<file path="src/sbg_pkg.sv">
// Shared types and constants for the switch bounce generator.
package sbg_pkg;

    // Field widths
    localparam int FREQ_W  = 32;
    localparam int CNT_W   = 7;
    localparam int DIVR_W  = 17;
    localparam int STAT_W  = 2;

    // Bounce count limits and period scale (counts per millisecond)
    localparam logic [CNT_W-1:0]  COUNT_MIN = 7'd10;
    localparam logic [CNT_W-1:0]  COUNT_MAX = 7'd99;
    localparam logic [DIVR_W-1:0] KHZ_SCALE = 17'd1000;

    // Divider iteration count
    localparam int DIV_STEPS = FREQ_W;
    localparam int DSTEP_W   = $clog2(DIV_STEPS);

    // Opcodes
    localparam logic OP_TICK   = 1'b0;
    localparam logic OP_BOUNCE = 1'b1;

    // Status codes
    localparam logic [STAT_W-1:0] ST_NONE   = 2'd0;
    localparam logic [STAT_W-1:0] ST_TOGGLE = 2'd1;
    localparam logic [STAT_W-1:0] ST_DONE   = 2'd2;

    // Control states
    typedef enum logic [2:0] {
        S_IDLE = 3'b001,
        S_DIV  = 3'b010,
        S_WALK = 3'b100
    } state_t;

    // Divider request and response
    typedef struct packed {
        logic              start;
        logic [FREQ_W-1:0] dividend;
        logic [DIVR_W-1:0] divisor;
    } div_req_t;

    typedef struct packed {
        logic              done;
        logic [FREQ_W-1:0] quotient;
    } div_rsp_t;

endpackage

</file>
<file path="src/sbg_div.sv">
// Radix-2 restoring divider for the toggle period, one quotient bit per cycle.
module sbg_div (
    input  logic            clk,
    input  logic            rst_n,
    input  sbg_pkg::div_req_t req,
    output sbg_pkg::div_rsp_t rsp
);
    import sbg_pkg::*;

    logic [DIVR_W-1:0]  rem_reg;
    logic [FREQ_W-1:0]  quo_reg;
    logic [DIVR_W-1:0]  dvs_reg;
    logic [DSTEP_W-1:0] step_reg;
    logic               busy_reg;
    logic               done_reg;

    logic [DIVR_W:0]    shifted;
    logic               ge;
    logic [DIVR_W:0]    diff;

    // One shift-subtract step
    always_comb
    begin
        shifted = {rem_reg, quo_reg[FREQ_W-1]};
        ge      = (shifted >= {1'b0, dvs_reg});
        diff    = shifted - {1'b0, dvs_reg};
    end

    always_ff @(posedge clk or negedge rst_n)
    begin
        if (!rst_n)
        begin
            rem_reg  <= '0;
            quo_reg  <= '0;
            dvs_reg  <= '0;
            step_reg <= '0;
            busy_reg <= 1'b0;
            done_reg <= 1'b0;
        end
        else
        begin
            done_reg <= 1'b0;
            if (req.start)
            begin
                rem_reg  <= '0;
                quo_reg  <= req.dividend;
                dvs_reg  <= req.divisor;
                step_reg <= '0;
                busy_reg <= 1'b1;
            end
            else if (busy_reg)
            begin
                // remainder stays below the divisor, so the top bit drops
                rem_reg  <= ge ? diff[DIVR_W-1:0] : shifted[DIVR_W-1:0];
                quo_reg  <= {quo_reg[FREQ_W-2:0], ge};
                step_reg <= step_reg + 1'b1;
                if (step_reg == DSTEP_W'(DIV_STEPS - 1))
                begin
                    busy_reg <= 1'b0;
                    done_reg <= 1'b1;
                end
            end
        end
    end

    assign rsp.done     = done_reg;
    assign rsp.quotient = quo_reg;

endmodule

</file>
<file path="src/sbg_cnt_mem.sv">
// Switch counter memory: one write and one registered read port, per-entry valid bits.
module sbg_cnt_mem #(
    parameter int SWITCHES = 8,
    parameter int IW       = 3
) (
    input  logic                      clk,
    input  logic                      rst_n,
    input  logic                      we,
    input  logic [IW-1:0]             waddr,
    input  logic [sbg_pkg::CNT_W-1:0] wdata,
    input  logic                      re,
    input  logic [IW-1:0]             raddr,
    output logic [sbg_pkg::CNT_W-1:0] rdata
);
    import sbg_pkg::*;

    logic [CNT_W-1:0]    mem [SWITCHES];
    logic [SWITCHES-1:0] valid_reg;
    logic [CNT_W-1:0]    rdata_reg;
    logic                rvalid_reg;

    // Storage and read data
    always_ff @(posedge clk)
    begin
        if (we)
            mem[waddr] <= wdata;
        if (re)
            rdata_reg <= mem[raddr];
    end

    // Written-entry tracking; unwritten entries read as zero
    always_ff @(posedge clk or negedge rst_n)
    begin
        if (!rst_n)
        begin
            valid_reg  <= '0;
            rvalid_reg <= 1'b0;
        end
        else
        begin
            if (we)
                valid_reg[waddr] <= 1'b1;
            if (re)
                rvalid_reg <= valid_reg[raddr];
        end
    end

    assign rdata = rvalid_reg ? rdata_reg : '0;

endmodule

</file>
<file path="src/sbg_out_q.sv">
// Two-entry status queue between the control logic and the result channel.
module sbg_out_q (
    input  logic                       clk,
    input  logic                       rst_n,
    input  logic                       push,
    input  logic [sbg_pkg::STAT_W-1:0] push_data,
    output logic                       full,
    output logic                       out_valid,
    input  logic                       out_ready,
    output logic [sbg_pkg::STAT_W-1:0] status
);
    import sbg_pkg::*;

    logic [STAT_W-1:0] slot_reg [2];
    logic              wr_ptr_reg;
    logic              rd_ptr_reg;
    logic [1:0]        count_reg;
    logic              pop;

    assign pop       = out_valid && out_ready;
    assign out_valid = (count_reg != 2'd0);
    assign full      = (count_reg == 2'd2);
    assign status    = slot_reg[rd_ptr_reg];

    // Slot data
    always_ff @(posedge clk)
    begin
        if (push)
            slot_reg[wr_ptr_reg] <= push_data;
    end

    // Pointers and fill level
    always_ff @(posedge clk or negedge rst_n)
    begin
        if (!rst_n)
        begin
            wr_ptr_reg <= 1'b0;
            rd_ptr_reg <= 1'b0;
            count_reg  <= 2'd0;
        end
        else
        begin
            if (push)
                wr_ptr_reg <= ~wr_ptr_reg;
            if (pop)
                rd_ptr_reg <= ~rd_ptr_reg;
            if (push && !pop)
                count_reg <= count_reg + 2'd1;
            else if (pop && !push)
                count_reg <= count_reg - 2'd1;
        end
    end

endmodule

</file>
<file path="src/switch_bounce_generator.sv">
// Switch bounce generator top level: control sequencer, config register, period state.
// Timing: a tick or request answers at its accept edge; a tick that ends the
// period walks the counter memory; the first bounce request after reset waits for the
// 32-step period divider. Otherwise one item per cycle while the status queue has room.
// Reset: asynchronous, active low; counters read as zero through per-entry valid bits,
// so there is no clearing pass.
module switch_bounce_generator #(
    parameter int SWITCHES = 8
) (
    input  logic                       clk,
    input  logic                       rst_n,
    input  logic                       psel,
    input  logic                       penable,
    input  logic                       pwrite,
    input  logic [2:0]                 paddr,
    input  logic [31:0]                pwdata,
    output logic [31:0]                prdata,
    output logic                       pready,
    input  logic                       in_valid,
    output logic                       in_ready,
    input  logic                       opcode,
    input  logic [5:0]                 switch_index,
    input  logic [sbg_pkg::CNT_W-1:0]  bounce_count,
    output logic                       out_valid,
    input  logic                       out_ready,
    output logic [sbg_pkg::STAT_W-1:0] status
);
    import sbg_pkg::*;

    localparam int IW = (SWITCHES > 1) ? $clog2(SWITCHES) : 1;
    localparam int CW = $clog2(SWITCHES + 1);

    state_t            state_reg, state_next;
    logic              armed_reg, armed_next;
    logic [CNT_W-1:0]  held_reg, held_next;
    logic [FREQ_W-1:0] period_left_reg, period_left_next;
    logic [FREQ_W-1:0] period_reload_reg, period_reload_next;
    logic [FREQ_W-1:0] freq_reg;
    logic [IW-1:0]     sw_reg, sw_next;
    logic [CW-1:0]     rd_cnt_reg, rd_cnt_next;
    logic              wb_valid_reg, wb_valid_next;
    logic [IW-1:0]     wb_addr_reg, wb_addr_next;
    logic              fin_reg, fin_next;

    logic              in_fire;
    logic              sw_ok;
    logic [CNT_W-1:0]  sat_count;
    logic              hit;
    logic              q_full;
    logic              push;
    logic [STAT_W-1:0] push_status;
    logic              mem_we;
    logic [IW-1:0]     mem_waddr;
    logic [CNT_W-1:0]  mem_wdata;
    logic              mem_re;
    logic [IW-1:0]     mem_raddr;
    logic [CNT_W-1:0]  mem_rdata;
    div_req_t          div_req;
    div_rsp_t          div_rsp;

    // Config port: single register, decoded wherever paddr[2] is low (addresses 0 to 3)
    assign pready = 1'b1;
    assign prdata = (paddr[2] == 1'b0) ? freq_reg : '0;

    always_ff @(posedge clk or negedge rst_n)
    begin
        if (!rst_n)
            freq_reg <= 32'd16000000;
        else if (psel && penable && pwrite && pready && (paddr[2] == 1'b0))
            freq_reg <= pwdata;
    end

    // Request decode helpers
    assign in_ready = (state_reg == S_IDLE) && !q_full;
    assign in_fire  = in_valid && in_ready;
    assign sw_ok    = ({1'b0, switch_index} < 7'(SWITCHES));

    always_comb
    begin
        if (bounce_count < COUNT_MIN)
            sat_count = COUNT_MIN;
        else if (bounce_count > COUNT_MAX)
            sat_count = COUNT_MAX;
        else
            sat_count = bounce_count;
    end

    // Sequencer
    always_comb
    begin
        state_next         = state_reg;
        armed_next         = armed_reg;
        held_next          = held_reg;
        period_left_next   = period_left_reg;
        period_reload_next = period_reload_reg;
        sw_next            = sw_reg;
        rd_cnt_next        = rd_cnt_reg;
        wb_valid_next      = wb_valid_reg;
        wb_addr_next       = wb_addr_reg;
        fin_next           = fin_reg;
        push               = 1'b0;
        push_status        = ST_NONE;
        mem_we             = 1'b0;
        mem_waddr          = sw_reg;
        mem_wdata          = held_reg;
        mem_re             = 1'b0;
        mem_raddr          = rd_cnt_reg[IW-1:0];
        div_req            = '0;
        hit                = 1'b0;

        unique case (state_reg)
            S_IDLE:
            begin
                if (in_fire)
                begin
                    if (opcode == OP_BOUNCE)
                    begin
                        if (!sw_ok)
                            push = 1'b1;
                        else if (held_reg == '0)
                        begin
                            // first request: latch count, derive period
                            held_next        = sat_count;
                            sw_next          = switch_index[IW-1:0];
                            div_req.start    = 1'b1;
                            div_req.dividend = freq_reg;
                            div_req.divisor  = DIVR_W'(17'(sat_count) * KHZ_SCALE);
                            state_next       = S_DIV;
                        end
                        else
                        begin
                            mem_we     = 1'b1;
                            mem_waddr  = switch_index[IW-1:0];
                            mem_wdata  = held_reg;
                            armed_next = 1'b1;
                            push       = 1'b1;
                        end
                    end
                    else if (armed_reg && (period_left_reg < 32'd2))
                    begin
                        // period over: reload and walk the counters
                        period_left_next = period_reload_reg;
                        rd_cnt_next      = '0;
                        wb_valid_next    = 1'b0;
                        fin_next         = 1'b0;
                        state_next       = S_WALK;
                    end
                    else
                    begin
                        if (armed_reg)
                            period_left_next = period_left_reg - 32'd1;
                        push = 1'b1;
                    end
                end
            end

            S_DIV:
            begin
                if (div_rsp.done)
                begin
                    period_reload_next = (div_rsp.quotient == '0) ? 32'd1 : div_rsp.quotient;
                    period_left_next   = (div_rsp.quotient == '0) ? 32'd1 : div_rsp.quotient;
                    mem_we             = 1'b1;
                    armed_next         = 1'b1;
                    push               = 1'b1;
                    state_next         = S_IDLE;
                end
            end

            S_WALK:
            begin
                // read side: one entry per cycle
                if (rd_cnt_reg != CW'(SWITCHES))
                begin
                    mem_re        = 1'b1;
                    wb_addr_next  = rd_cnt_reg[IW-1:0];
                    wb_valid_next = 1'b1;
                    rd_cnt_next   = rd_cnt_reg + 1'b1;
                end
                else
                    wb_valid_next = 1'b0;

                // write-back side: decrement nonzero counters
                if (wb_valid_reg && (mem_rdata != '0))
                begin
                    mem_we    = 1'b1;
                    mem_waddr = wb_addr_reg;
                    mem_wdata = mem_rdata - 1'b1;
                    hit       = (mem_rdata == 7'd1);
                    if (hit)
                        fin_next = 1'b1;
                end

                // last write-back closes the expiry
                if (wb_valid_reg && (rd_cnt_reg == CW'(SWITCHES)))
                begin
                    push = 1'b1;
                    if (fin_reg || hit)
                    begin
                        push_status = ST_DONE;
                        armed_next  = 1'b0;
                    end
                    else
                        push_status = ST_TOGGLE;
                    state_next = S_IDLE;
                end
            end

            default:
                state_next = S_IDLE;
        endcase
    end

    // State registers
    always_ff @(posedge clk or negedge rst_n)
    begin
        if (!rst_n)
        begin
            state_reg         <= S_IDLE;
            armed_reg         <= 1'b0;
            held_reg          <= '0;
            period_left_reg   <= '0;
            period_reload_reg <= '0;
            sw_reg            <= '0;
            rd_cnt_reg        <= '0;
            wb_valid_reg      <= 1'b0;
            wb_addr_reg       <= '0;
            fin_reg           <= 1'b0;
        end
        else
        begin
            state_reg         <= state_next;
            armed_reg         <= armed_next;
            held_reg          <= held_next;
            period_left_reg   <= period_left_next;
            period_reload_reg <= period_reload_next;
            sw_reg            <= sw_next;
            rd_cnt_reg        <= rd_cnt_next;
            wb_valid_reg      <= wb_valid_next;
            wb_addr_reg       <= wb_addr_next;
            fin_reg           <= fin_next;
        end
    end

    // Units
    sbg_div u_div (
        .clk   (clk),
        .rst_n (rst_n),
        .req   (div_req),
        .rsp   (div_rsp)
    );

    sbg_cnt_mem #(
        .SWITCHES (SWITCHES),
        .IW       (IW)
    ) u_mem (
        .clk   (clk),
        .rst_n (rst_n),
        .we    (mem_we),
        .waddr (mem_waddr),
        .wdata (mem_wdata),
        .re    (mem_re),
        .raddr (mem_raddr),
        .rdata (mem_rdata)
    );

    sbg_out_q u_out_q (
        .clk       (clk),
        .rst_n     (rst_n),
        .push      (push),
        .push_data (push_status),
        .full      (q_full),
        .out_valid (out_valid),
        .out_ready (out_ready),
        .status    (status)
    );

endmodule
</file>
<file path="config.mk">
export PLATFORM = sky130hd
export DESIGN_NAME = switch_bounce_generator
export DESIGN_NICKNAME = d
export VERILOG_FILES = /design/src/sbg_pkg.sv /design/src/sbg_div.sv /design/src/sbg_cnt_mem.sv /design/src/sbg_out_q.sv /design/src/switch_bounce_generator.sv
export SDC_FILE = /design/constraint.sdc
export NUM_CORES = 1
export LEC_CHECK = 0
export ABC_AREA = 1
export BUFFER_PORTS_ARGS = -buffer_cell sky130_fd_sc_hd__buf_4
export CAP_MARGIN = 10
export CORE_ASPECT_RATIO = 0.6
export CORE_MARGIN = 5
export CORE_UTILIZATION = 35
export DETAILED_ROUTE_END_ITERATION = 7
export GPL_ROUTABILITY_DRIVEN = 0
export GPL_TIMING_DRIVEN = 0
export SETUP_SLACK_MARGIN = 0.2
export SYNTH_ARGS = -nofsm -noshare
export SYNTH_HDL_FRONTEND = slang
export SYNTH_SLANG_ARGS = --single-unit
</file>
<file path="constraint.sdc">
create_clock -name clk -period 2.65 [get_ports clk]
set_clock_uncertainty 0.05 [all_clocks]
set_input_delay 0.1325 -clock clk [delete_from_list [all_inputs] [get_ports clk]]
set_output_delay 0.1325 -clock clk [all_outputs]
set_load 0.005 [all_outputs]
</file>
==> flow_summary.json <==
{
  "pwr-share-comb_pct": 35.2,
  "ys_seq_elements": 269,
  "cp.depth": 21,
  "leakage_uw": 0.00885,
  "first_global_vias": 13100,
  "timing.fmax_mhz": 290,
  "worstMarginPinSlew_ns": 0.973,
  "synth_top_family_by_area": "simple AND/OR/NAND/NOR gates",
  "setup_viol": 10,
  "crit_path_frequent_cell": "fa_1",
  "synth-edff-count": 67,
  "drv_cap": 0,
  "seq_area_frac_synth_pct": 46.3,
  "synth_nets": 2059,
  "hold_depth": 6,
  "insertion_delay_ns": 0.57,
  "synthAdderAreaFrac_pct": 7.16,
  "avgSynthCellArea_um2": 7.93,
  "hold_path_class": "in2reg",
  "cp.buffers_inverters": 5,
  "start_kind": "input port",
  "synthSimpleGateAreaFrac_pct": 24.3,
  "numCtsBuffers": 28,
  "dr.pass1.iters": 5,
  "r2r_cells": 10,
  "cts-root-buf": "clkbuf_16",
  "pre_cts_ws_ns": -1.66,
  "setup-tns-final_ns": -6.06,
  "largest_register_ffs": 56,
  "drt_iter0_markers": 1435,
  "synth_xor_area_share_pct": 1.83,
  "syn_inst": 1927,
  "drv_slew": 0,
  "fp.dieArea_um2": 48100,
  "p_clk_share_pct": 28.6,
  "hold_viol_final": 0,
  "period_needed_ns": 3.45,
  "core_area_um2": 43300,
  "crit_end": "u_div.dvs_reg[15]",
  "synthMuxAreaShare_pct": 0,
  "routedWlPerCell_um": 17.7,
  "power_switching_uw": 5040,
  "grt_pass1_wl_mm": 75.1,
  "pwr-share-seq_pct": 36.2,
  "antenna_found_initial": 0,
  "syn_area_um2": 15300,
  "cts.reportedPaths.clkPinSlew_ns": 0.07,
  "path_class": "in2reg",
  "crit_required_ns": 3.02,
  "r2r_end": "period_left_reg[10]",
  "rows": 59,
  "fin_ws_ns": -0.798,
  "drt-vias-per-instance": 5.06,
  "p_sw_share_pct": 36.5,
  "slowest_stage": "fa_1",
  "intPower_uw": 8770,
  "r2r_start": "period_left_reg[13]",
  "timing.hold.ws_ns": 0.0523,
  "path_cells": "buf_8, nor2_4, nor2_4, nor2_4, inv_1, o21ai_2, fa_1, inv_2, fa_1, inv_1, fa_1, fa_1, inv_2, ha_4, nand2_2, nor2_1, nand3_1, nand3_1, nand2_1, nand3_1, o21ai_0",
  "fp.dieW_um": 280,
  "diodes": 0,
  "clock_path_buffers": 3,
  "violations": "setup timing",
  "ys_warn_count": 0,
  "htreeDepth": 1,
  "post-route-period-util_pct": 130,
  "p_per_area_nw_per_um2": 724,
  "dp_hpwl_mm": 35.7,
  "arrival_ns": 3.81,
  "synth_common_cells": "nand2_1, nor2_1, inv_1",
  "drc": 0,
  "synthFlopType": "dfrtp_1",
  "yosysTopAreaCellShare_pct": 31.8,
  "p_total_uw": 13800,
  "grt-ovfl-total": 0,
  "ir_worst_vdd_uv": 463,
  "status": "finished, violations left",
  "antenna_left": 0,
  "grt_use_total_pct": 19.7,
  "syn2layout_area_growth_pct": 24.9,
  "synthTopCellsByArea": "dfrtp_1, edfxtp_1, nand2_1, nor2_1, inv_1",
  "post-synth-top-area-cell": "dfrtp_1",
  "cts_tree": "done",
  "yosysUniqueCellTypes": 46,
  "critPathCaptureType": "flop",
  "path_max_fanout": 4,
  "critPathLaunch": "bounce_count[1]",
  "cts_sinks": 269,
  "dieHeight_um": 172,
  "synth_most_common_cell": "nand2_1",
  "grt_max_degree": 116,
  "start_util_pct": 35.3,
  "fin_util_pct": 44.1,
  "maxSlewHeadroom_pct": 34.5,
  "via_count": 13800,
  "wl_mm": 48.4,
  "async_flop_share_pct": 75.1,
  "reg2reg_slack_ns": 0.25,
  "ios": 93,
  "port_buffers": 88,
  "rsz0062_at_grt": "yes",
  "regMostFlops": "u_mem.mem",
  "path_delay_family": "adder cells",
  "synth_compound_area_share_pct": 12.1,
  "max_stage_delay_ns": 0.54,
  "drive_gt1_share_pct": 16.6,
  "nets": 2260
}
layout make-up:
type	instances	area, µm²
Fill cell	4328	24200
Multi-Input combinational cell	1335	7540
Sequential cell	269	7090
Timing Repair Buffer	171	1500
Inverter	258	1000
Clock buffer	39	793
Tap cell	579	724
Buffer	65	325
Clock inverter	13	109
worst reg2reg max path, delay by kind of cell, from the launching register on:
| family | cells | cell delay [ns] |
|---|---|---|
| simple gates | 6 | 0.81 |
| compound gates | 2 | 0.48 |
| buf+inv | 2 | 0.47 |
| flops | 1 | 0.46 |
through the flow:
stage	instances	instance area (µm²)
6_report	2729	19100
5_1_grt	2729	19100
4_1_cts	2713	18700
3_5_place_dp	2595	16700
3_3_place_gp	2594	16700
2_1_floorplan	1927	15300
per-layer routing:
| metal | share of wire [%] | wire [µm] | global-route usage, % | vias to the layer above |
|---|---|---|---|---|
| met5 | 0 | 0 | 0 | - |
| met4 | 2.0 | 945 | 3.74 | 0 |
| met3 | 9.2 | 4460 | 4.78 | 56 |
| met2 | 40 | 19200 | 27.0 | 494 |
| met1 | 49 | 23800 | 31.4 | 6637 |
| li1 | - | - | - | 6634 |
cells by family (layout without fill, tap and decap cells):
kind of cell	after synthesis	in the layout
fa+ha+maj	76	76
compound gates	330	330
buf+inv	323	546
flops	269	269
other cells	1	1
simple gates	896	896
xor+xnor	32	32
power by group through the flow:
stage                     Sequential, µW  Combinational (µW)  Clock (µW)
after floorplan                     4900                2760           0
after global placement              5000                3830           0
after detailed placement            5010                3910           0
after CTS                           4940                4550        4010
after global routing                5040                5380        4170
final                               5000                4860        3940
worst min path at each step:
stage	start	end	slack [ns]
global route	opcode	state_reg[0]	0.09
floorplan	rst_n	armed_reg	-0.21
finish	opcode	state_reg[0]	0.05
global placement	switch_index[2]	sw_reg[2]	0.33
CTS	bounce_count[0]	held_reg[0]	0.007
detailed placement	rst_n	u_mem.valid_reg[7]	0.16
repair_timing:
action / 4_1_cts / 5_1_grt
hold buffers: 41 / 0
gates resized for setup: 121 / 78
hold endpoints to repair: 127 / 0
buffers inserted: 25 / 16
pin swaps: 35 / 19
endpoints found under the setup margin: 129 / 143
layout by cell type (no fill, tap or decap), drive strengths merged, types with 6 or more instances in the layout:
cell type	Yosys	final
nor3	13	13
xnor2	12	12
a22oi	6	6
edfxtp	67	67
clkinvlp	0	7
inv	257	257
a31oi	11	11
nor2	294	294
dlygate4sd3	0	41
o21bai	11	11
a21oi	119	119
dfrtp	194	194
ha	57	57
dfstp	8	8
nand3	105	105
o22ai	15	15
o21ai	137	137
nand2	452	452
clkbuf	40	80
nand4	24	24
buf	25	154
fa	19	19
o221ai	23	23
clkinv	1	6
xor2	20	20
(Power assumes the default switching activity.)
